[src/hw/rtl/cts_pkg.sv]
`default_nettype none
package cts_pkg;

    localparam int SLOTS      = 8;
    localparam int SLOT_W     = $clog2(SLOTS);
    localparam int CNT_W      = $clog2(SLOTS + 1);
    localparam int ID_W       = 16;
    localparam int TIME_W     = 32;
    localparam int TICK_W     = 32;
    localparam int REQ_W      = 4;
    localparam int OUT_SLOT_W = 3;

    typedef enum logic [2:0] {
        ST_FREE      = 3'd0,
        ST_READY     = 3'd1,
        ST_RUNNING   = 3'd2,
        ST_SLEEPING  = 3'd3,
        ST_FINISHED  = 3'd4,
        ST_CANCELLED = 3'd5
    } slot_st_t;

    typedef enum logic [REQ_W-1:0] {
        REQ_SPAWN        = 4'd0,
        REQ_TICK         = 4'd1,
        REQ_DISPATCH     = 4'd2,
        REQ_STEP_DONE    = 4'd3,
        REQ_YIELD        = 4'd4,
        REQ_SLEEP        = 4'd5,
        REQ_EXIT         = 4'd6,
        REQ_KILL         = 4'd7,
        REQ_CANCEL       = 4'd8,
        REQ_CLEAR_CANCEL = 4'd9
    } req_t;

    typedef struct packed {
        logic              used;
        logic [ID_W-1:0]   id;
        slot_st_t          st;
        logic              fg;
        logic              cancel;
        logic [TIME_W-1:0] wake;
    } slot_ent_t;

    localparam int ENT_W = $bits(slot_ent_t);

    typedef struct packed {
        logic [REQ_W-1:0]  req_type;
        logic              is_foreground;
        logic [TICK_W-1:0] sleep_ticks;
        logic [ID_W-1:0]   target_id;
        logic [TIME_W-1:0] now_time;
    } cmd_t;

    typedef struct packed {
        logic                  status;
        logic [ID_W-1:0]       task_id;
        logic [OUT_SLOT_W-1:0] task_slot;
        logic                  fg_done;
        logic [ID_W-1:0]       fg_done_id;
        logic                  fg_done_cancelled;
        logic                  cancel_flag;
        logic                  running;
        logic                  fg_active;
        logic                  any_ready;
    } rsp_t;

    typedef enum logic [2:0] {
        S_CLEAR  = 3'd0,
        S_IDLE   = 3'd1,
        S_SCAN_A = 3'd2,
        S_DECIDE = 3'd3,
        S_ACT    = 3'd4,
        S_SCAN_B = 3'd5,
        S_OUT    = 3'd6
    } ctl_st_t;

    typedef struct packed {
        logic idle;
        logic done;
    } ctl_stat_t;

endpackage
`default_nettype wire

[src/hw/rtl/cts_if.sv]
`default_nettype none
interface cts_cmd_if;
    logic                        valid;
    logic                        ready;
    logic [cts_pkg::REQ_W-1:0]   req_type;
    logic                        is_foreground;
    logic [cts_pkg::TICK_W-1:0]  sleep_ticks;
    logic [cts_pkg::ID_W-1:0]    target_id;
    logic [cts_pkg::TIME_W-1:0]  now_time;

    modport source (output valid, req_type, is_foreground, sleep_ticks, target_id, now_time,
                    input ready);
    modport sink   (input valid, req_type, is_foreground, sleep_ticks, target_id, now_time,
                    output ready);
endinterface

interface cts_rsp_if;
    logic                           valid;
    logic                           ready;
    logic                           status;
    logic [cts_pkg::ID_W-1:0]       task_id;
    logic [cts_pkg::OUT_SLOT_W-1:0] task_slot;
    logic                           fg_done;
    logic [cts_pkg::ID_W-1:0]       fg_done_id;
    logic                           fg_done_cancelled;
    logic                           cancel_flag;
    logic                           running;
    logic                           fg_active;
    logic                           any_ready;

    modport source (output valid, status, task_id, task_slot, fg_done, fg_done_id,
                    fg_done_cancelled, cancel_flag, running, fg_active, any_ready,
                    input ready);
    modport sink   (input valid, status, task_id, task_slot, fg_done, fg_done_id,
                    fg_done_cancelled, cancel_flag, running, fg_active, any_ready,
                    output ready);
endinterface
`default_nettype wire

[src/hw/rtl/cts_ram.sv]
`default_nettype none
module cts_ram #(
    parameter int WIDTH = 8,
    parameter int DEPTH = 8
) (
    input  logic                     clk,
    input  logic                     we,
    input  logic [$clog2(DEPTH)-1:0] waddr,
    input  logic [WIDTH-1:0]         wdata,
    input  logic [$clog2(DEPTH)-1:0] raddr,
    output logic [WIDTH-1:0]         rdata
);

    logic [WIDTH-1:0] mem [DEPTH];
    logic [WIDTH-1:0] rdata_reg;

    always_ff @(posedge clk)
    begin
        if (we)
        begin
            mem[waddr] <= wdata;
        end
        rdata_reg <= mem[raddr];
    end

    assign rdata = rdata_reg;

endmodule
`default_nettype wire

[src/hw/rtl/cts_ctrl.sv]
`default_nettype none
module cts_ctrl (
    input  logic                           clk,
    input  logic                           rst_n,
    input  logic                           start,
    input  cts_pkg::cmd_t                  cmd,
    input  logic                           out_free,
    output cts_pkg::ctl_stat_t             stat,
    output cts_pkg::rsp_t                  rsp,
    output logic                           ram_we,
    output logic [cts_pkg::SLOT_W-1:0]     ram_waddr,
    output cts_pkg::slot_ent_t             ram_wdata,
    output logic [cts_pkg::SLOT_W-1:0]     ram_raddr,
    input  cts_pkg::slot_ent_t             ram_rdata
);

    localparam int SW = cts_pkg::SLOT_W;
    localparam int CW = cts_pkg::CNT_W;
    localparam int IW = cts_pkg::ID_W;
    localparam int TW = cts_pkg::TIME_W;

    cts_pkg::ctl_st_t state_reg, state_next;
    logic [CW-1:0] cnt_reg, cnt_next;
    logic          cur_valid_reg, cur_valid_next;
    logic [SW-1:0] cur_slot_reg, cur_slot_next;
    logic [SW-1:0] rr_reg, rr_next;
    logic [IW-1:0] next_id_reg, next_id_next;
    logic          fg_valid_reg, fg_valid_next;
    logic [IW-1:0] fg_id_reg, fg_id_next;
    logic          free_found_reg, free_found_next;
    logic [SW-1:0] free_idx_reg, free_idx_next;
    logic          hi_found_reg, hi_found_next;
    logic [SW-1:0] hi_idx_reg, hi_idx_next;
    logic          lo_found_reg, lo_found_next;
    logic [SW-1:0] lo_idx_reg, lo_idx_next;
    logic          m_found_reg, m_found_next;
    logic [SW-1:0] m_idx_reg, m_idx_next;
    logic [SW-1:0] tgt_reg, tgt_next;
    logic          ok_reg, ok_next;
    logic          refused_reg, refused_next;
    logic [IW-1:0] act_id_reg, act_id_next;
    logic [SW-1:0] act_slot_reg, act_slot_next;
    logic          done_reg, done_next;
    logic [IW-1:0] done_id_reg, done_id_next;
    logic          done_cancel_reg, done_cancel_next;
    logic          any_ready_reg, any_ready_next;
    logic          fb_found_reg, fb_found_next;
    logic          fb_cancel_reg, fb_cancel_next;

    logic [CW-1:0]        cnt_m1;
    logic [SW-1:0]        idx;
    logic [IW-1:0]        key;
    logic [TW-1:0]        diff;
    logic [IW-1:0]        nid_inc;
    cts_pkg::slot_ent_t   ent;
    cts_pkg::slot_ent_t   ne;
    logic                 dec_ok;
    logic [SW-1:0]        dec_tgt;
    logic                 rt;
    logic                 rt_cancel;
    logic [SW+cts_pkg::OUT_SLOT_W-1:0] slot_ext;

    assign ent     = ram_rdata;
    assign cnt_m1  = cnt_reg - 1'b1;
    assign idx     = cnt_m1[SW-1:0];
    assign key     = (cmd.req_type == cts_pkg::REQ_KILL) ? cmd.target_id : fg_id_reg;
    assign diff    = cmd.now_time - ent.wake;
    assign nid_inc = next_id_reg + 1'b1;

    always_ff @(posedge clk or negedge rst_n)
    begin
        if (!rst_n)
        begin
            state_reg       <= cts_pkg::S_CLEAR;
            cnt_reg         <= '0;
            cur_valid_reg   <= 1'b0;
            cur_slot_reg    <= '0;
            rr_reg          <= '0;
            next_id_reg     <= IW'(1);
            fg_valid_reg    <= 1'b0;
            fg_id_reg       <= '0;
            free_found_reg  <= 1'b0;
            hi_found_reg    <= 1'b0;
            lo_found_reg    <= 1'b0;
            m_found_reg     <= 1'b0;
            ok_reg          <= 1'b0;
            fb_found_reg    <= 1'b0;
        end
        else
        begin
            state_reg       <= state_next;
            cnt_reg         <= cnt_next;
            cur_valid_reg   <= cur_valid_next;
            cur_slot_reg    <= cur_slot_next;
            rr_reg          <= rr_next;
            next_id_reg     <= next_id_next;
            fg_valid_reg    <= fg_valid_next;
            fg_id_reg       <= fg_id_next;
            free_found_reg  <= free_found_next;
            hi_found_reg    <= hi_found_next;
            lo_found_reg    <= lo_found_next;
            m_found_reg     <= m_found_next;
            ok_reg          <= ok_next;
            fb_found_reg    <= fb_found_next;
        end
    end

    always_ff @(posedge clk)
    begin
        free_idx_reg    <= free_idx_next;
        hi_idx_reg      <= hi_idx_next;
        lo_idx_reg      <= lo_idx_next;
        m_idx_reg       <= m_idx_next;
        tgt_reg         <= tgt_next;
        refused_reg     <= refused_next;
        act_id_reg      <= act_id_next;
        act_slot_reg    <= act_slot_next;
        done_reg        <= done_next;
        done_id_reg     <= done_id_next;
        done_cancel_reg <= done_cancel_next;
        any_ready_reg   <= any_ready_next;
        fb_cancel_reg   <= fb_cancel_next;
    end

    always_comb
    begin
        state_next       = state_reg;
        cnt_next         = cnt_reg;
        cur_valid_next   = cur_valid_reg;
        cur_slot_next    = cur_slot_reg;
        rr_next          = rr_reg;
        next_id_next     = next_id_reg;
        fg_valid_next    = fg_valid_reg;
        fg_id_next       = fg_id_reg;
        free_found_next  = free_found_reg;
        free_idx_next    = free_idx_reg;
        hi_found_next    = hi_found_reg;
        hi_idx_next      = hi_idx_reg;
        lo_found_next    = lo_found_reg;
        lo_idx_next      = lo_idx_reg;
        m_found_next     = m_found_reg;
        m_idx_next       = m_idx_reg;
        tgt_next         = tgt_reg;
        ok_next          = ok_reg;
        refused_next     = refused_reg;
        act_id_next      = act_id_reg;
        act_slot_next    = act_slot_reg;
        done_next        = done_reg;
        done_id_next     = done_id_reg;
        done_cancel_next = done_cancel_reg;
        any_ready_next   = any_ready_reg;
        fb_found_next    = fb_found_reg;
        fb_cancel_next   = fb_cancel_reg;
        ram_we           = 1'b0;
        ram_waddr        = idx;
        ram_wdata        = ent;
        ram_raddr        = cnt_reg[SW-1:0];
        stat.idle        = 1'b0;
        stat.done        = 1'b0;
        dec_ok           = 1'b0;
        dec_tgt          = '0;
        ne               = ent;
        rt               = 1'b0;
        rt_cancel        = 1'b0;

        case (state_reg)
            cts_pkg::S_CLEAR:
            begin
                ram_we    = 1'b1;
                ram_waddr = cnt_reg[SW-1:0];
                ram_wdata = '0;
                cnt_next  = cnt_reg + 1'b1;
                if (cnt_reg == CW'(cts_pkg::SLOTS - 1))
                begin
                    cnt_next   = '0;
                    state_next = cts_pkg::S_IDLE;
                end
            end

            cts_pkg::S_IDLE:
            begin
                stat.idle = 1'b1;
                if (start)
                begin
                    cnt_next        = '0;
                    free_found_next = 1'b0;
                    hi_found_next   = 1'b0;
                    lo_found_next   = 1'b0;
                    m_found_next    = 1'b0;
                    state_next      = cts_pkg::S_SCAN_A;
                end
            end

            cts_pkg::S_SCAN_A:
            begin
                cnt_next = cnt_reg + 1'b1;
                if (cnt_reg != '0)
                begin
                    if (!ent.used && !free_found_reg)
                    begin
                        free_found_next = 1'b1;
                        free_idx_next   = idx;
                    end
                    if (ent.used && ent.st == cts_pkg::ST_READY)
                    begin
                        if (idx >= rr_reg && !hi_found_reg)
                        begin
                            hi_found_next = 1'b1;
                            hi_idx_next   = idx;
                        end
                        if (!lo_found_reg)
                        begin
                            lo_found_next = 1'b1;
                            lo_idx_next   = idx;
                        end
                    end
                    if (ent.used && ent.id == key && !m_found_reg)
                    begin
                        m_found_next = 1'b1;
                        m_idx_next   = idx;
                    end
                    // A sleeper wakes once its wake time is not ahead of now, modulo wrap.
                    if (cmd.req_type == cts_pkg::REQ_TICK && ent.used &&
                        ent.st == cts_pkg::ST_SLEEPING && !diff[TW-1])
                    begin
                        ram_we       = 1'b1;
                        ram_wdata    = ent;
                        ram_wdata.st = cts_pkg::ST_READY;
                    end
                end
                if (cnt_reg == CW'(cts_pkg::SLOTS))
                begin
                    state_next = cts_pkg::S_DECIDE;
                end
            end

            cts_pkg::S_DECIDE:
            begin
                case (cmd.req_type)
                    cts_pkg::REQ_SPAWN:
                    begin
                        dec_ok  = free_found_reg && !(cmd.is_foreground && fg_valid_reg);
                        dec_tgt = free_idx_reg;
                    end
                    cts_pkg::REQ_DISPATCH:
                    begin
                        dec_ok  = !cur_valid_reg && (hi_found_reg || lo_found_reg);
                        dec_tgt = hi_found_reg ? hi_idx_reg : lo_idx_reg;
                    end
                    cts_pkg::REQ_STEP_DONE, cts_pkg::REQ_YIELD, cts_pkg::REQ_SLEEP,
                    cts_pkg::REQ_EXIT:
                    begin
                        dec_ok  = cur_valid_reg;
                        dec_tgt = cur_slot_reg;
                    end
                    cts_pkg::REQ_KILL:
                    begin
                        dec_ok  = m_found_reg;
                        dec_tgt = m_idx_reg;
                    end
                    cts_pkg::REQ_CANCEL, cts_pkg::REQ_CLEAR_CANCEL:
                    begin
                        dec_ok  = cur_valid_reg || (fg_valid_reg && m_found_reg);
                        dec_tgt = cur_valid_reg ? cur_slot_reg : m_idx_reg;
                    end
                    default:
                    begin
                        dec_ok  = 1'b0;
                        dec_tgt = '0;
                    end
                endcase
                ram_raddr    = dec_tgt;
                tgt_next     = dec_tgt;
                ok_next      = dec_ok;
                refused_next = !dec_ok && (cmd.req_type != cts_pkg::REQ_TICK);
                state_next   = cts_pkg::S_ACT;
            end

            cts_pkg::S_ACT:
            begin
                act_id_next      = '0;
                act_slot_next    = '0;
                done_next        = 1'b0;
                done_id_next     = '0;
                done_cancel_next = 1'b0;
                if (ok_reg)
                begin
                    act_slot_next = tgt_reg;
                    act_id_next   = ent.id;
                    case (cmd.req_type)
                        cts_pkg::REQ_SPAWN:
                        begin
                            ne        = '0;
                            ne.used   = 1'b1;
                            ne.id     = next_id_reg;
                            ne.st     = cts_pkg::ST_READY;
                            ne.fg     = cmd.is_foreground;
                            act_id_next  = next_id_reg;
                            next_id_next = (nid_inc == '0) ? IW'(1) : nid_inc;
                            if (cmd.is_foreground)
                            begin
                                fg_valid_next = 1'b1;
                                fg_id_next    = next_id_reg;
                            end
                        end
                        cts_pkg::REQ_DISPATCH:
                        begin
                            ne.st          = cts_pkg::ST_RUNNING;
                            rr_next        = (tgt_reg == SW'(cts_pkg::SLOTS - 1)) ?
                                             '0 : SW'(tgt_reg + 1'b1);
                            cur_valid_next = 1'b1;
                            cur_slot_next  = tgt_reg;
                        end
                        cts_pkg::REQ_STEP_DONE:
                        begin
                            cur_valid_next = 1'b0;
                            cur_slot_next  = '0;
                            if (ent.used && ent.st == cts_pkg::ST_RUNNING)
                            begin
                                ne.st = cts_pkg::ST_READY;
                            end
                            if (ent.used && (ent.st == cts_pkg::ST_FINISHED ||
                                             ent.st == cts_pkg::ST_CANCELLED))
                            begin
                                rt        = 1'b1;
                                rt_cancel = ent.cancel || ent.st == cts_pkg::ST_CANCELLED;
                            end
                        end
                        cts_pkg::REQ_YIELD:
                        begin
                            ne.st = cts_pkg::ST_READY;
                        end
                        cts_pkg::REQ_SLEEP:
                        begin
                            if (cmd.sleep_ticks == '0)
                            begin
                                ne.st = cts_pkg::ST_READY;
                            end
                            else
                            begin
                                ne.st   = cts_pkg::ST_SLEEPING;
                                ne.wake = TW'(cmd.now_time + cmd.sleep_ticks);
                            end
                        end
                        cts_pkg::REQ_EXIT:
                        begin
                            ne.st = cts_pkg::ST_FINISHED;
                        end
                        cts_pkg::REQ_KILL:
                        begin
                            ne.cancel = 1'b1;
                            if (ent.st != cts_pkg::ST_RUNNING)
                            begin
                                rt        = 1'b1;
                                rt_cancel = 1'b1;
                            end
                        end
                        cts_pkg::REQ_CANCEL:
                        begin
                            ne.cancel = 1'b1;
                            if (ent.st == cts_pkg::ST_SLEEPING)
                            begin
                                ne.st = cts_pkg::ST_READY;
                            end
                        end
                        cts_pkg::REQ_CLEAR_CANCEL:
                        begin
                            ne.cancel = 1'b0;
                        end
                        default:
                        begin
                            ne = ent;
                        end
                    endcase
                    // Retiring the foreground task reports its completion.
                    if (rt)
                    begin
                        if (ent.fg && fg_valid_reg && fg_id_reg == ent.id)
                        begin
                            fg_valid_next    = 1'b0;
                            done_next        = 1'b1;
                            done_id_next     = ent.id;
                            done_cancel_next = rt_cancel;
                        end
                        ne = '0;
                    end
                    ram_we    = 1'b1;
                    ram_waddr = tgt_reg;
                    ram_wdata = ne;
                end
                cnt_next       = '0;
                any_ready_next = 1'b0;
                fb_found_next  = 1'b0;
                fb_cancel_next = 1'b0;
                state_next     = cts_pkg::S_SCAN_B;
            end

            cts_pkg::S_SCAN_B:
            begin
                cnt_next = cnt_reg + 1'b1;
                if (cnt_reg != '0)
                begin
                    if (ent.used && ent.st == cts_pkg::ST_READY)
                    begin
                        any_ready_next = 1'b1;
                    end
                    if (cur_valid_reg)
                    begin
                        if (idx == cur_slot_reg)
                        begin
                            fb_cancel_next = ent.cancel;
                        end
                    end
                    else if (fg_valid_reg && !fb_found_reg && ent.used && ent.id == fg_id_reg)
                    begin
                        fb_found_next  = 1'b1;
                        fb_cancel_next = ent.cancel;
                    end
                end
                if (cnt_reg == CW'(cts_pkg::SLOTS))
                begin
                    state_next = cts_pkg::S_OUT;
                end
            end

            cts_pkg::S_OUT:
            begin
                stat.done = out_free;
                if (out_free)
                begin
                    state_next = cts_pkg::S_IDLE;
                end
            end

            default:
            begin
                state_next = cts_pkg::S_IDLE;
            end
        endcase
    end

    assign slot_ext = {{cts_pkg::OUT_SLOT_W{1'b0}}, act_slot_reg};

    always_comb
    begin
        rsp.status            = refused_reg;
        rsp.task_id           = act_id_reg;
        rsp.task_slot         = slot_ext[cts_pkg::OUT_SLOT_W-1:0];
        rsp.fg_done           = done_reg;
        rsp.fg_done_id        = done_id_reg;
        rsp.fg_done_cancelled = done_cancel_reg;
        rsp.cancel_flag       = fb_cancel_reg;
        rsp.running           = cur_valid_reg;
        rsp.fg_active         = fg_valid_reg;
        rsp.any_ready         = any_ready_reg;
    end

endmodule
`default_nettype wire

[src/hw/rtl/cooperative_task_scheduler_core.sv]
// Channel  Dir  Payload                                             Taken when
// cmd      in   req_type, is_foreground, sleep_ticks, target_id,    valid && ready
//               now_time
// rsp      out  status, task_id, task_slot, fg_done, fg_done_id,    valid && ready
//               fg_done_cancelled, cancel_flag, running, fg_active,
//               any_ready
//
// Each command passes through a read-modify-write pass over the slot RAM, a decision, one
// decided access, and a status pass before its result is offered; the next command is taken
// only once the engine is idle again, so the engine works on one command at a time.
// The slot RAM returns one entry per cycle to the passes.
// After reset a clearing pass writes every slot free; cmd.ready is low meanwhile.
// A result waits in the output register; the next command is taken meanwhile and its
// result stalls in the engine until the output register is free.
`default_nettype none
module cooperative_task_scheduler_core (
    input  logic       clk,
    input  logic       rst_n,
    cts_cmd_if.sink    cmd,
    cts_rsp_if.source  rsp
);

    cts_pkg::cmd_t      cmd_reg;
    cts_pkg::rsp_t      out_data_reg;
    logic               out_valid_reg;
    cts_pkg::rsp_t      eng_rsp;
    cts_pkg::ctl_stat_t stat;
    logic               accept;
    logic               out_free;
    logic               ram_we;
    logic [cts_pkg::SLOT_W-1:0] ram_waddr;
    logic [cts_pkg::SLOT_W-1:0] ram_raddr;
    cts_pkg::slot_ent_t ram_wdata;
    cts_pkg::slot_ent_t ram_rdata;
    logic [cts_pkg::ENT_W-1:0] ram_rbits;

    assign accept    = cmd.valid && cmd.ready;
    assign cmd.ready = stat.idle;
    assign out_free  = !out_valid_reg || rsp.ready;

    always_ff @(posedge clk)
    begin
        if (accept)
        begin
            cmd_reg.req_type      <= cmd.req_type;
            cmd_reg.is_foreground <= cmd.is_foreground;
            cmd_reg.sleep_ticks   <= cmd.sleep_ticks;
            cmd_reg.target_id     <= cmd.target_id;
            cmd_reg.now_time      <= cmd.now_time;
        end
        if (stat.done)
        begin
            out_data_reg <= eng_rsp;
        end
    end

    always_ff @(posedge clk or negedge rst_n)
    begin
        if (!rst_n)
        begin
            out_valid_reg <= 1'b0;
        end
        else if (stat.done)
        begin
            out_valid_reg <= 1'b1;
        end
        else if (rsp.ready)
        begin
            out_valid_reg <= 1'b0;
        end
    end

    cts_ctrl u_ctrl (
        .clk       (clk),
        .rst_n     (rst_n),
        .start     (accept),
        .cmd       (cmd_reg),
        .out_free  (out_free),
        .stat      (stat),
        .rsp       (eng_rsp),
        .ram_we    (ram_we),
        .ram_waddr (ram_waddr),
        .ram_wdata (ram_wdata),
        .ram_raddr (ram_raddr),
        .ram_rdata (ram_rdata)
    );

    cts_ram #(
        .WIDTH (cts_pkg::ENT_W),
        .DEPTH (cts_pkg::SLOTS)
    ) u_ram (
        .clk   (clk),
        .we    (ram_we),
        .waddr (ram_waddr),
        .wdata (ram_wdata),
        .raddr (ram_raddr),
        .rdata (ram_rbits)
    );

    assign ram_rdata = ram_rbits;

    assign rsp.valid             = out_valid_reg;
    assign rsp.status            = out_data_reg.status;
    assign rsp.task_id           = out_data_reg.task_id;
    assign rsp.task_slot         = out_data_reg.task_slot;
    assign rsp.fg_done           = out_data_reg.fg_done;
    assign rsp.fg_done_id        = out_data_reg.fg_done_id;
    assign rsp.fg_done_cancelled = out_data_reg.fg_done_cancelled;
    assign rsp.cancel_flag       = out_data_reg.cancel_flag;
    assign rsp.running           = out_data_reg.running;
    assign rsp.fg_active         = out_data_reg.fg_active;
    assign rsp.any_ready         = out_data_reg.any_ready;

    a_busy_after_accept: assert property (@(posedge clk) disable iff (!rst_n)
        accept |=> !stat.idle)
        else $error("engine idle right after a command was taken");

    a_done_needs_room: assert property (@(posedge clk) disable iff (!rst_n)
        stat.done |-> out_free)
        else $error("result handed over while the output register is full");

    a_done_then_idle: assert property (@(posedge clk) disable iff (!rst_n)
        stat.done |=> stat.idle)
        else $error("engine not idle after handing over a result");

endmodule
`default_nettype wire
[src/flat_wrapper.sv]
// flat-port wrapper written by rule: the top's interface ports become plain ports
module cooperative_task_scheduler_core_flat 
  (clk, rst_n, cmd_valid, cmd_req_type, cmd_is_foreground, cmd_sleep_ticks, cmd_target_id, cmd_now_time, cmd_ready, rsp_valid, rsp_status, rsp_task_id, rsp_task_slot, rsp_fg_done, rsp_fg_done_id, rsp_fg_done_cancelled, rsp_cancel_flag, rsp_running, rsp_fg_active, rsp_any_ready, rsp_ready);
  cts_cmd_if cmd_i ();
  cts_rsp_if rsp_i ();
  input  logic clk;
  input  logic rst_n;
  input wire logic [$bits(cmd_i.valid)-1:0] cmd_valid;
  input wire logic [$bits(cmd_i.req_type)-1:0] cmd_req_type;
  input wire logic [$bits(cmd_i.is_foreground)-1:0] cmd_is_foreground;
  input wire logic [$bits(cmd_i.sleep_ticks)-1:0] cmd_sleep_ticks;
  input wire logic [$bits(cmd_i.target_id)-1:0] cmd_target_id;
  input wire logic [$bits(cmd_i.now_time)-1:0] cmd_now_time;
  output wire logic [$bits(cmd_i.ready)-1:0] cmd_ready;
  output wire logic [$bits(rsp_i.valid)-1:0] rsp_valid;
  output wire logic [$bits(rsp_i.status)-1:0] rsp_status;
  output wire logic [$bits(rsp_i.task_id)-1:0] rsp_task_id;
  output wire logic [$bits(rsp_i.task_slot)-1:0] rsp_task_slot;
  output wire logic [$bits(rsp_i.fg_done)-1:0] rsp_fg_done;
  output wire logic [$bits(rsp_i.fg_done_id)-1:0] rsp_fg_done_id;
  output wire logic [$bits(rsp_i.fg_done_cancelled)-1:0] rsp_fg_done_cancelled;
  output wire logic [$bits(rsp_i.cancel_flag)-1:0] rsp_cancel_flag;
  output wire logic [$bits(rsp_i.running)-1:0] rsp_running;
  output wire logic [$bits(rsp_i.fg_active)-1:0] rsp_fg_active;
  output wire logic [$bits(rsp_i.any_ready)-1:0] rsp_any_ready;
  input wire logic [$bits(rsp_i.ready)-1:0] rsp_ready;
  assign cmd_i.valid = cmd_valid;
  assign cmd_i.req_type = cmd_req_type;
  assign cmd_i.is_foreground = cmd_is_foreground;
  assign cmd_i.sleep_ticks = cmd_sleep_ticks;
  assign cmd_i.target_id = cmd_target_id;
  assign cmd_i.now_time = cmd_now_time;
  assign cmd_ready = cmd_i.ready;
  assign rsp_valid = rsp_i.valid;
  assign rsp_status = rsp_i.status;
  assign rsp_task_id = rsp_i.task_id;
  assign rsp_task_slot = rsp_i.task_slot;
  assign rsp_fg_done = rsp_i.fg_done;
  assign rsp_fg_done_id = rsp_i.fg_done_id;
  assign rsp_fg_done_cancelled = rsp_i.fg_done_cancelled;
  assign rsp_cancel_flag = rsp_i.cancel_flag;
  assign rsp_running = rsp_i.running;
  assign rsp_fg_active = rsp_i.fg_active;
  assign rsp_any_ready = rsp_i.any_ready;
  assign rsp_i.ready = rsp_ready;
  cooperative_task_scheduler_core u_core (.clk(clk), .rst_n(rst_n), .cmd(cmd_i), .rsp(rsp_i));
endmodule
[config.mk]
export PLATFORM = sky130hd
export DESIGN_NAME = cooperative_task_scheduler_core_flat
export DESIGN_NICKNAME = d
export VERILOG_FILES = /design/src/hw/rtl/cts_pkg.sv /design/src/hw/rtl/cts_if.sv /design/src/hw/rtl/cts_ram.sv /design/src/hw/rtl/cts_ctrl.sv /design/src/hw/rtl/cooperative_task_scheduler_core.sv /design/src/flat_wrapper.sv
export SDC_FILE = /design/constraint.sdc
export NUM_CORES = 1
export LEC_CHECK = 0
export BUFFER_PORTS_ARGS = -buffer_cell sky130_fd_sc_hd__buf_4
export CAP_MARGIN = 15
export CORE_MARGIN = 8
export CORE_UTILIZATION = 25
export DETAILED_ROUTE_END_ITERATION = 12
export GPL_TIMING_DRIVEN = 0
export PLACE_DENSITY = 0.48
export SYNTH_ARGS = -nofsm -noshare
export SYNTH_HDL_FRONTEND = slang
export SYNTH_HIERARCHICAL = 1
export SYNTH_SLANG_ARGS = --single-unit
[constraint.sdc]
create_clock -name clk -period 19.3 [get_ports clk]
set_clock_uncertainty 0.2 [all_clocks]
set_input_delay 0.965 -clock clk [delete_from_list [all_inputs] [get_ports clk]]
set_output_delay 0.965 -clock clk [all_outputs]
set_load 0.1 [all_outputs]
# After elaboration in Yosys (flattened, before gate mapping)
# Memory sizes are Yosys's and may differ from the RTL's. A register that Yosys moved wholly into a read port is not among the register bits.
# Index checks and enable logic that the tools add are counted.
[totals]
ff_bits = 236
ram_bits = 432
word_cells = 252
n_memories = 1
[op_classes]
addsub = 6
magnitude_cmp = 1
n_eq_ne = 45
mux = 83
bitwise_logic = 1
n_reduce_logical = 72
[memory_table]
columns = ["name", "words", "word_bits", "rd", "rd_clocked_by_memory_dff", "wr", "line", "source"]
rows = [
  ["u_core.u_ram.mem", 8, 54, 1, 1, 1, "cts_ram.sv:14", "logic [WIDTH-1:0] mem [DEPTH];"],
]
[op_table]
columns = ["op", "n"]
rows = [
  ["one-hot mux 54 bit (3 select lines)", 1],
  ["two-way mux 54 bit", 2],
  ["two-way mux 37 bit", 2],
  ["one-hot mux 32 bit (2 select lines)", 1],
  ["== test 16 bit", 3],
  ["two-way mux 16 bit", 3],
  ["two-way mux 1 bit", 38],
  ["two-way mux 3 bit", 12],
  ["adder 32 bit", 1],
  ["zero test 32 bit", 1],
  ["two-way mux 32 bit", 1],
  ["AND reduction 4 bit", 8],
  ["subtractor 32 bit", 1],
  ["inequality test 2 bit, second input constant", 13],
  ["one-hot mux 1 bit (2 select lines)", 11],
  ["logical AND 1 bit", 21],
  ["one-hot mux 3 bit (7 select lines)", 1],
  ["AND reduction 3 bit", 7],
  ["== test 4 x 3 -> 1 bit, second input constant", 5],
  ["== test 3 bit, second input constant", 6],
  ["one-hot mux 3 bit (6 select lines)", 1],
  ["two-way mux 17 bit", 1],
  ["adder 16 x 1 -> 16 bit, second input constant", 1],
  ["zero test 16 bit", 1],
  ["other kinds (32)", 66],
]

# Longest topological paths before layout
# Gate-level depths: netlist of the first run.
[logic_depth]
depth_word = 10
mapped_depth = 13

# Cells and area by module
# Netlist of the first run, hierarchy kept.
[modules_own_cells]
columns = ["module", "n_inst", "cells_per_inst", "area_per_inst_um2", "seq_area_each_um2"]
rows = [
  ["cts_ram", 1, 691, 17326.6, 14053.5],
  ["cts_ctrl", 1, 1031, 9032.4, 2979.1],
  ["cooperative_task_scheduler_core", 1, 131, 3867.5, 3838.7],
]

# Worst setup path after synthesis of the first run
# OpenSTA, ideal clock, no wires.
[synth_timing]
path_type = "register -> register"
start = "reg u_core/cmd_reg[24] (netlist name)"
end = "mem u_core/u_ram/mem[0][0] (netlist name), enable pin"
arrival_time_ns = 5.938
t_required_ns = 18.568
setup_slack_ns = 12.629
path_stages_with_launch = 13
path_buffers = 0
period_less_slack_ns = 6.671
cell_sequence = "edfxtp_1 -> ha_1 -> a21o_1 -> a21o_1 -> a21o_1 -> a21oi_1 -> o221a_2 -> nand2_1 -> o21ai_0 -> xnor2_1 -> o21ai_0 -> nand2b_1 -> nor3_1"
[synth_between]
elab_chain_cells = 8
[synth_lines]
columns = ["element", "line", "source"]
rows = [
  ["start: declaration", "cooperative_task_scheduler_core.sv:23", "cts_pkg::cmd_t cmd_reg;"],
  ["subtractor 32 bit", "cts_ctrl.sv:67", "assign diff = cmd.now_time - ent.wake;"],
  ["zero test 1 bit", "cts_ctrl.sv:224", "ent.st == cts_pkg::ST_SLEEPING && !diff[TW-1])"],
  ["logical AND 1 bit", "cts_ctrl.sv:224", ""],
  ["two-way mux 1 bit", "cts_ctrl.sv:223", "if (cmd.req_type == cts_pkg::REQ_TICK && ent.used &&"],
  ["two-way mux 1 bit", "cts_ctrl.sv:197", "if (cnt_reg != '0)"],
  ["one-hot mux 1 bit (3 select lines)", "cts_ctrl.sv:166", "case (state_reg)"],
  ["net u_core.ram_we", "cooperative_task_scheduler_core.sv:30", "logic ram_we;"],
  ["two-way mux 1 bit", "cts_ram.sv:19", "if (we)"],
  ["two-way mux 1 bit (not written as such)", "cts_ram.sv:21", "mem[waddr] <= wdata;"],
  ["end: declaration", "cts_ram.sv:14", ""],
]
# The timed path passes the listed nets, and every way through them passes these cells.

==> results of run 1 <==
-- report_power, final --
part | total, µW | switching, µW | internal (µW)
combinational | 1850 | 1130 | 722
clock | 1420 | 608 | 816
sequential | 2470 | 171 | 2300
total | 5750 | 1910 | 3840
-- critical path, delay by kind of cell (launching register included) --
family | cells | cell delay [ns]
buf+inv | 1 | 0.70
flops | 1 | 0.44
compound gates | 4 | 1.87
simple gates | 3 | 1.43
-- layout make-up --
type / count / area (µm²) / share of cell area
timing repair buffer: 169 / 1630 / 0.0449
sequential: 722 / 20900 / 0.574
tap: 1612 / 2020 / 0.0555
inverter: 56 / 210 / 0.00578
clock inverter: 35 / 288 / 0.00791
antenna: 1 / 2.50 / 0.0000688
multi-input combinational: 991 / 8740 / 0.240
clock buffer: 107 / 2130 / 0.0586
buffer: 84 / 468 / 0.0129
-- metal layers --
metal / vias to the layer above / wire length (µm) / global-route usage
met2: 446 / 36500 / 0.189
met4: 0 / 1530 / 0.0280
met3: 114 / 3360 / 0.0192
met1: 8645 / 35600 / 0.155
li1: 7692 / - / -
met5: - / 0 / 0
-- through the flow --
stage / instance area, µm² / hold slack [ns]
4_1_cts: 36400 / 0.177
2_1_floorplan: 30200 / 0.200
5_1_grt: 36400 / 0.224
3_3_place_gp: 33200 / 0.205
6_report: 36400 / 0.195
3_5_place_dp: 33900 / 0.205
-- cells by family after synthesis --
kind of cell	after synthesis	share of synthesized area
compound gates	280	0.0626
simple gates	360	0.0580
buf+inv	140	0.0224
fa+ha+maj	70	0.0292
mux	197	0.113
xor+xnor	84	0.0243
flops	722	0.690
-- worst max path at each step --
stage	to	slack (ns)
CTS	u_core/u_ram/mem[5][8]$_DFFE_PP_	13.87
finish	u_core/u_ram/mem[5][6]$_DFFE_PP_	14.30
detailed placement	u_core/u_ram/mem[1][0]$_DFFE_PP_	13.90
global route	u_core/u_ram/mem[4][6]$_DFFE_PP_	14.06
floorplan	u_core/u_ram/mem[0][0]$_DFFE_PP_	12.63
global placement	u_core/u_ram/mem[4][9]$_DFFE_PP_	6.90
-- synthesized netlist by cell type (19+ instances only) --
library cell,instances,area share
and2_1,22,0.0046
clkbuf_1,47,0.0058
dfxtp_1,54,0.036
a21o_1,28,0.0070
nor2_1,62,0.0077
dfrtp_1,53,0.044
xor2_1,28,0.0081
mux4_2,108,0.080
mux2i_1,19,0.0063
xnor2_1,56,0.016
o21ai_0,70,0.012
a21oi_1,54,0.0089
edfxtp_1,614,0.61
a22o_1,21,0.0061
nand3_1,25,0.0041
nand2_1,144,0.018
ha_1,69,0.029
mux2_2,66,0.025
inv_1,55,0.0068
buf_2,19,0.0031
==> metrics.cfg, run 1 <==
[run_status]
outcome = completed

[yosys]
synth_ff_type = edfxtp_1
async_flop_share = 0.0748
synth-seq-area-share = 0.690
synth.avg_cell_area_um2 = 16.3
syn_area_um2 = 30200
synthesis.nets = 2012
ys_types = 93
ys_warn_count = 6
netlist_instances = 1853
synth_edf_count = 614
ys_seq_elements = 722

[floorplan]
die_x_um = 364
ios = 133
die_y_um = 364
initial_core_util = 0.252
rows = 127
core_um2 = 120000
die-area_um2 = 132000

[cts]
clk_pin_slew_worst_paths_ns = 0.06
holdBufCountCts = 0
clock_latency_ns = 0.63
cts_setup_buffers = 0
cts.sinks = 722
clockRootBuffer = clkbuf_16
ctsResizeCount = 0
cts_made_buffers = 77
clock_path_buffers = 3
cts_tree = done
htree_levels = 3

[global_route]
grt_overflow_total = 0
antenna_found_initial = 0
grt_pass1_vias = 17600
grt_usage = 0.114
grt_pass1_wl_mm = 114
grt_max_degree = 65

[timing]
report.final.slew_viol_count = 0
slew_headroom = 0.227
rsz0062_at_grt = no
worst_pin_slew_ns = 1.15
max_freq_mhz = 200
finalSetupViolCount = 0
min_period_ns = 5.00
hold_viol = 0
fin_ws_ns = 14.30
setup_tns_ns = 0
post-route-period-util = 0.259

[worst_setup_path]
crit_path_start = u_core/cmd_reg[55]$_DFFE_PP_
cpPeakStageDelay_ns = 0.83
worst_ep_required_time_ns = 19.40
crit_slowest_cell = o21ai_1
worstPathArrival_ns = 5.10
critPathKind = flip-flop to flip-flop
cp_max_fo = 10
worstPathCellList = nor4_1, nand4_1, o211ai_1, a21boi_0, o21ai_1, clkbuf_1, nand2_1, o21ai_0
reg2reg_to = u_core/u_ram/mem[5][6]$_DFFE_PP_
timing.rr.start = u_core/cmd_reg[55]$_DFFE_PP_
critPathLaunchType = flip-flop
ff2ff_path_depth = 8
r2r_slack_ns = 14.30
critPathCaptureType = flip-flop

[drt]
ant_nets = 0
drc_errors = 0
finalWirelength_mm = 77.0
viasPerCell = 4.47
vias = 16900
first_iter_violations = 1180
drt-wirelength-per-cell_um = 20.4
drtPass1Iterations = 5

[placed_design]
pre_cts_slack_ns = 13.90
dp.cells = 3633
place.port_buffers = 132
post-dp-hpwl_mm = 54.4
gp_congestion = 0.857

[cells_and_area]
layout.cells.non_filler = 3777
final_core_util = 0.303
area_growth_pct = 20.3
drive_gt1_frac = 0.244
mostFrequentLayoutCell = edfxtp_1
nFillCells = 11800
largest_register_ffs = 432
nets = 2260
final_cell_mix = edfxtp_1, nand2_1, buf_4

[power]
pwr_density_cell_nw_per_um2 = 158
power_uw = 5750
ir_drop_mv = 0.0706
p_leak_uw = 0.0127

[run]
drv_cap = 0

[min_path]
min_path_type = input pin to asynchronous set/reset pin

Note: power is estimated with default switching activity, not from simulation.
==> inputs of run 2 (changes only) <==
- PLACE_DENSITY: 0.48 -> 0.49
- clock period: 19.3 -> 4.1 ns (I/O delays scaled with it)
==> metrics.cfg, run 2 (same netlist as run 1, synthesis figures left out) <==
[cells_and_area]
nets = 2359  ; was 2260
mostFrequentLayoutCell = edfxtp_1  ; unchanged
layout.cells.non_filler = 3872  ; was 3777
antenna_cells = 0  ; was 1
largest_register_ffs = 432  ; unchanged
area_growth_pct = 24.0  ; was 20.3%
nFillCells = 11800  ; about the same
drive_gt1_frac = 0.254  ; was 0.244
design_area_um2 = 37500  ; was 36400 µm²
final_cell_mix = edfxtp_1, buf_4, nand2_1  ; was edfxtp_1, nand2_1, buf_4

[worst_setup_path]
ff2ff_path_depth = 10  ; was 8
worstPathCellList = buf_2, inv_1, nor2_1, o211ai_1, buf_4, nor2_1, buf_8, clkinvlp_4, clkbuf_2, o21ai_0  ; was nor4_1, nand4_1, o211ai_1, a21boi_0, o21ai_1, clkbuf_1, nand2_1, o21ai_0
worst_ep_required_time_ns = 4.21  ; was 19.40 ns
cp_max_fo = 10  ; unchanged
worstPathArrival_ns = 4.09  ; was 5.10 ns
cpPeakStageDelay_ns = 0.72  ; was 0.83 ns
critPathLaunchType = flip-flop  ; unchanged
critPathCaptureType = flip-flop  ; unchanged
cp_common_cell = nor2_1
crit_slowest_cell = o21ai_0  ; was o21ai_1
critPathKind = flip-flop to flip-flop  ; unchanged

[power]
power.internal_uw = 18300  ; was 3840 µW
pwr_density_cell_nw_per_um2 = 730  ; was 158 nW/µm²
p_comb_frac = 0.331  ; was 0.322
switching_share = 0.331  ; was 0.332
p_leak_uw = 0.0132  ; was 0.0127 µW
ir_drop_mv = 0.408  ; was 0.0706 mV
p_sw_uw = 9050  ; was 1910 µW
p_clk_frac = 0.244  ; was 0.248
power_uw = 27300  ; was 5750 µW
power_frac_seq = 0.425  ; was 0.430

[global_route]
grt_max_degree = 65  ; unchanged
grt_pass1_wl_mm = 115  ; was 114 mm
grt_pass1_vias = 17800  ; was 17600
grt_overflow_total = 0  ; unchanged
antenna_found_initial = 0  ; unchanged
grt_usage = 0.114  ; about the same

[timing]
max_freq_mhz = 251  ; was 200 MHz
report.final.slew_viol_count = 0  ; unchanged
worst_pin_slew_ns = 1.07  ; was 1.15 ns
post-route-period-util = 0.970  ; was 0.259
slew_headroom = 0.278  ; was 0.227
finalSetupViolCount = 0  ; unchanged
hold_viol = 0  ; unchanged
rsz0062_at_grt = yes  ; was no
setup_tns_ns = 0  ; unchanged
fin_hold_ws_ns = 0.0152  ; was 0.195 ns
min_period_ns = 3.98  ; was 5.00 ns

[drt]
drc_errors = 0  ; unchanged
ant_nets = 0  ; unchanged
drtPass1Iterations = 5  ; unchanged
first_iter_violations = 1406  ; was 1180
vias = 17300  ; was 16900
drt-wirelength-per-cell_um = 20.0  ; was 20.4 µm
viasPerCell = 4.46  ; was 4.47
finalWirelength_mm = 77.5  ; was 77.0 mm

[cts]
clockRootBuffer = clkbuf_16  ; unchanged
clock_path_buffers = 3  ; unchanged
clk_pin_slew_worst_paths_ns = 0.06  ; about the same
clock_latency_ns = 0.63  ; about the same
cts_tree = done  ; unchanged
cts.sinks = 722  ; unchanged
htree_levels = 3  ; unchanged
cts_made_buffers = 74  ; was 77

[floorplan]
die-area_um2 = 132000  ; unchanged
die_x_um = 364  ; unchanged
die_y_um = 364  ; unchanged
initial_core_util = 0.252  ; unchanged
core_um2 = 120000  ; unchanged
rows = 127  ; unchanged
ios = 133  ; unchanged

[min_path]
min_path_type = input pin to asynchronous set/reset pin  ; unchanged

[placed_design]
gp_congestion = 0.845  ; was 0.857
dp.cells = 3624  ; was 3633
place.port_buffers = 132  ; unchanged
post-dp-hpwl_mm = 53.1  ; was 54.4 mm
place_area_um2 = 33900  ; about the same

[run]
drv_cap = 0  ; unchanged

[run_status]
outcome = completed  ; unchanged

## run 2: cell types whose count changed in the layout (fill, tap and decap cells not counted), sizes merged
cell and change:
buf +11, bufinv +3, clkbuf -2, clkinv -2, clkinvlp -1, diode -1
dlygate4sd3 +88, inv -1
## run 2: per-layer routing
metal  vias to the layer above  wire, µm  global-route usage
li1                       7892         -                   -
met1                      8816     36100               0.157
met2                       442     36400               0.188
met3                       108      3540              0.0226
met4                         0      1400              0.0247
met5                         -         0                   0
## run 2: layout make-up
type,count,area [µm²],area share
repair buffers,272,2680,0.0716
clock inverters,34,362,0.00965
clock buffers,102,2020,0.0538
multi-input cells,991,8820,0.235
well taps,1612,2020,0.0538
plain buffers,83,494,0.0132
inverters,56,218,0.00581
flip-flops and latches,722,20900,0.557
## run 2: worst paths after layout
check,from,to,slack [ns]
worst max-delay path,u_core/cmd_reg[81]$_DFFE_PP_,u_core/u_ram/mem[0][22]$_DFFE_PP_,0.12
worst min-delay path,rst_n,u_core/u_ctrl/next_id_reg[7]$_DFFE_PN0P_,0.02
worst max register to register,u_core/cmd_reg[81]$_DFFE_PP_,u_core/u_ram/mem[0][22]$_DFFE_PP_,0.12
worst min register to register,u_core/u_ctrl/act_id_reg[4]$_SDFFCE_PN0P_,u_core/rsp.task_id[4]$_DFFE_PP_,0.22
max in group asynchronous,rst_n,u_core/u_ctrl/hi_found_reg$_DFFE_PN0P_,3.16
min in group clk,cmd_sleep_ticks[22],u_core/cmd_reg[70]$_DFFE_PP_,0.09
## run 2: power groups by stage
stage,clock (µW),sequential [µW],combinational [µW]
3_5_place_dp,0,11800,8790
2_1_floorplan,0,11800,5470
5_1_grt,7140,11800,9810
6_report,6670,11600,9050
3_3_place_gp,0,11900,8160
4_1_cts,6880,11700,9080
## run 2: through the flow
stage	utilization	setup WS (ns)
3_5_place_dp	0.282	-0.913
3_3_place_gp	0.277	-2.67
2_1_floorplan	-	-0.0773
5_1_grt	0.312	-0.124
4_1_cts	0.312	0.0258
6_report	0.312	0.122
## run 2: timing repair
item	CTS	global route
pin swaps	10	5
hold buffers	88	0
gates resized for setup	20	42
endpoints found under the hold margin	146	0
endpoints found under the setup margin	692	215
buffers inserted	19	6
## run 2: worst max-delay path, delay by kind of cell (launching register included)
kind	cells	cell delay, ns
AOI/OAI and AO/OA	2	0.86
buffers and inverters	6	1.59
DFF	1	0.47
and+or+nand+nor	2	0.52
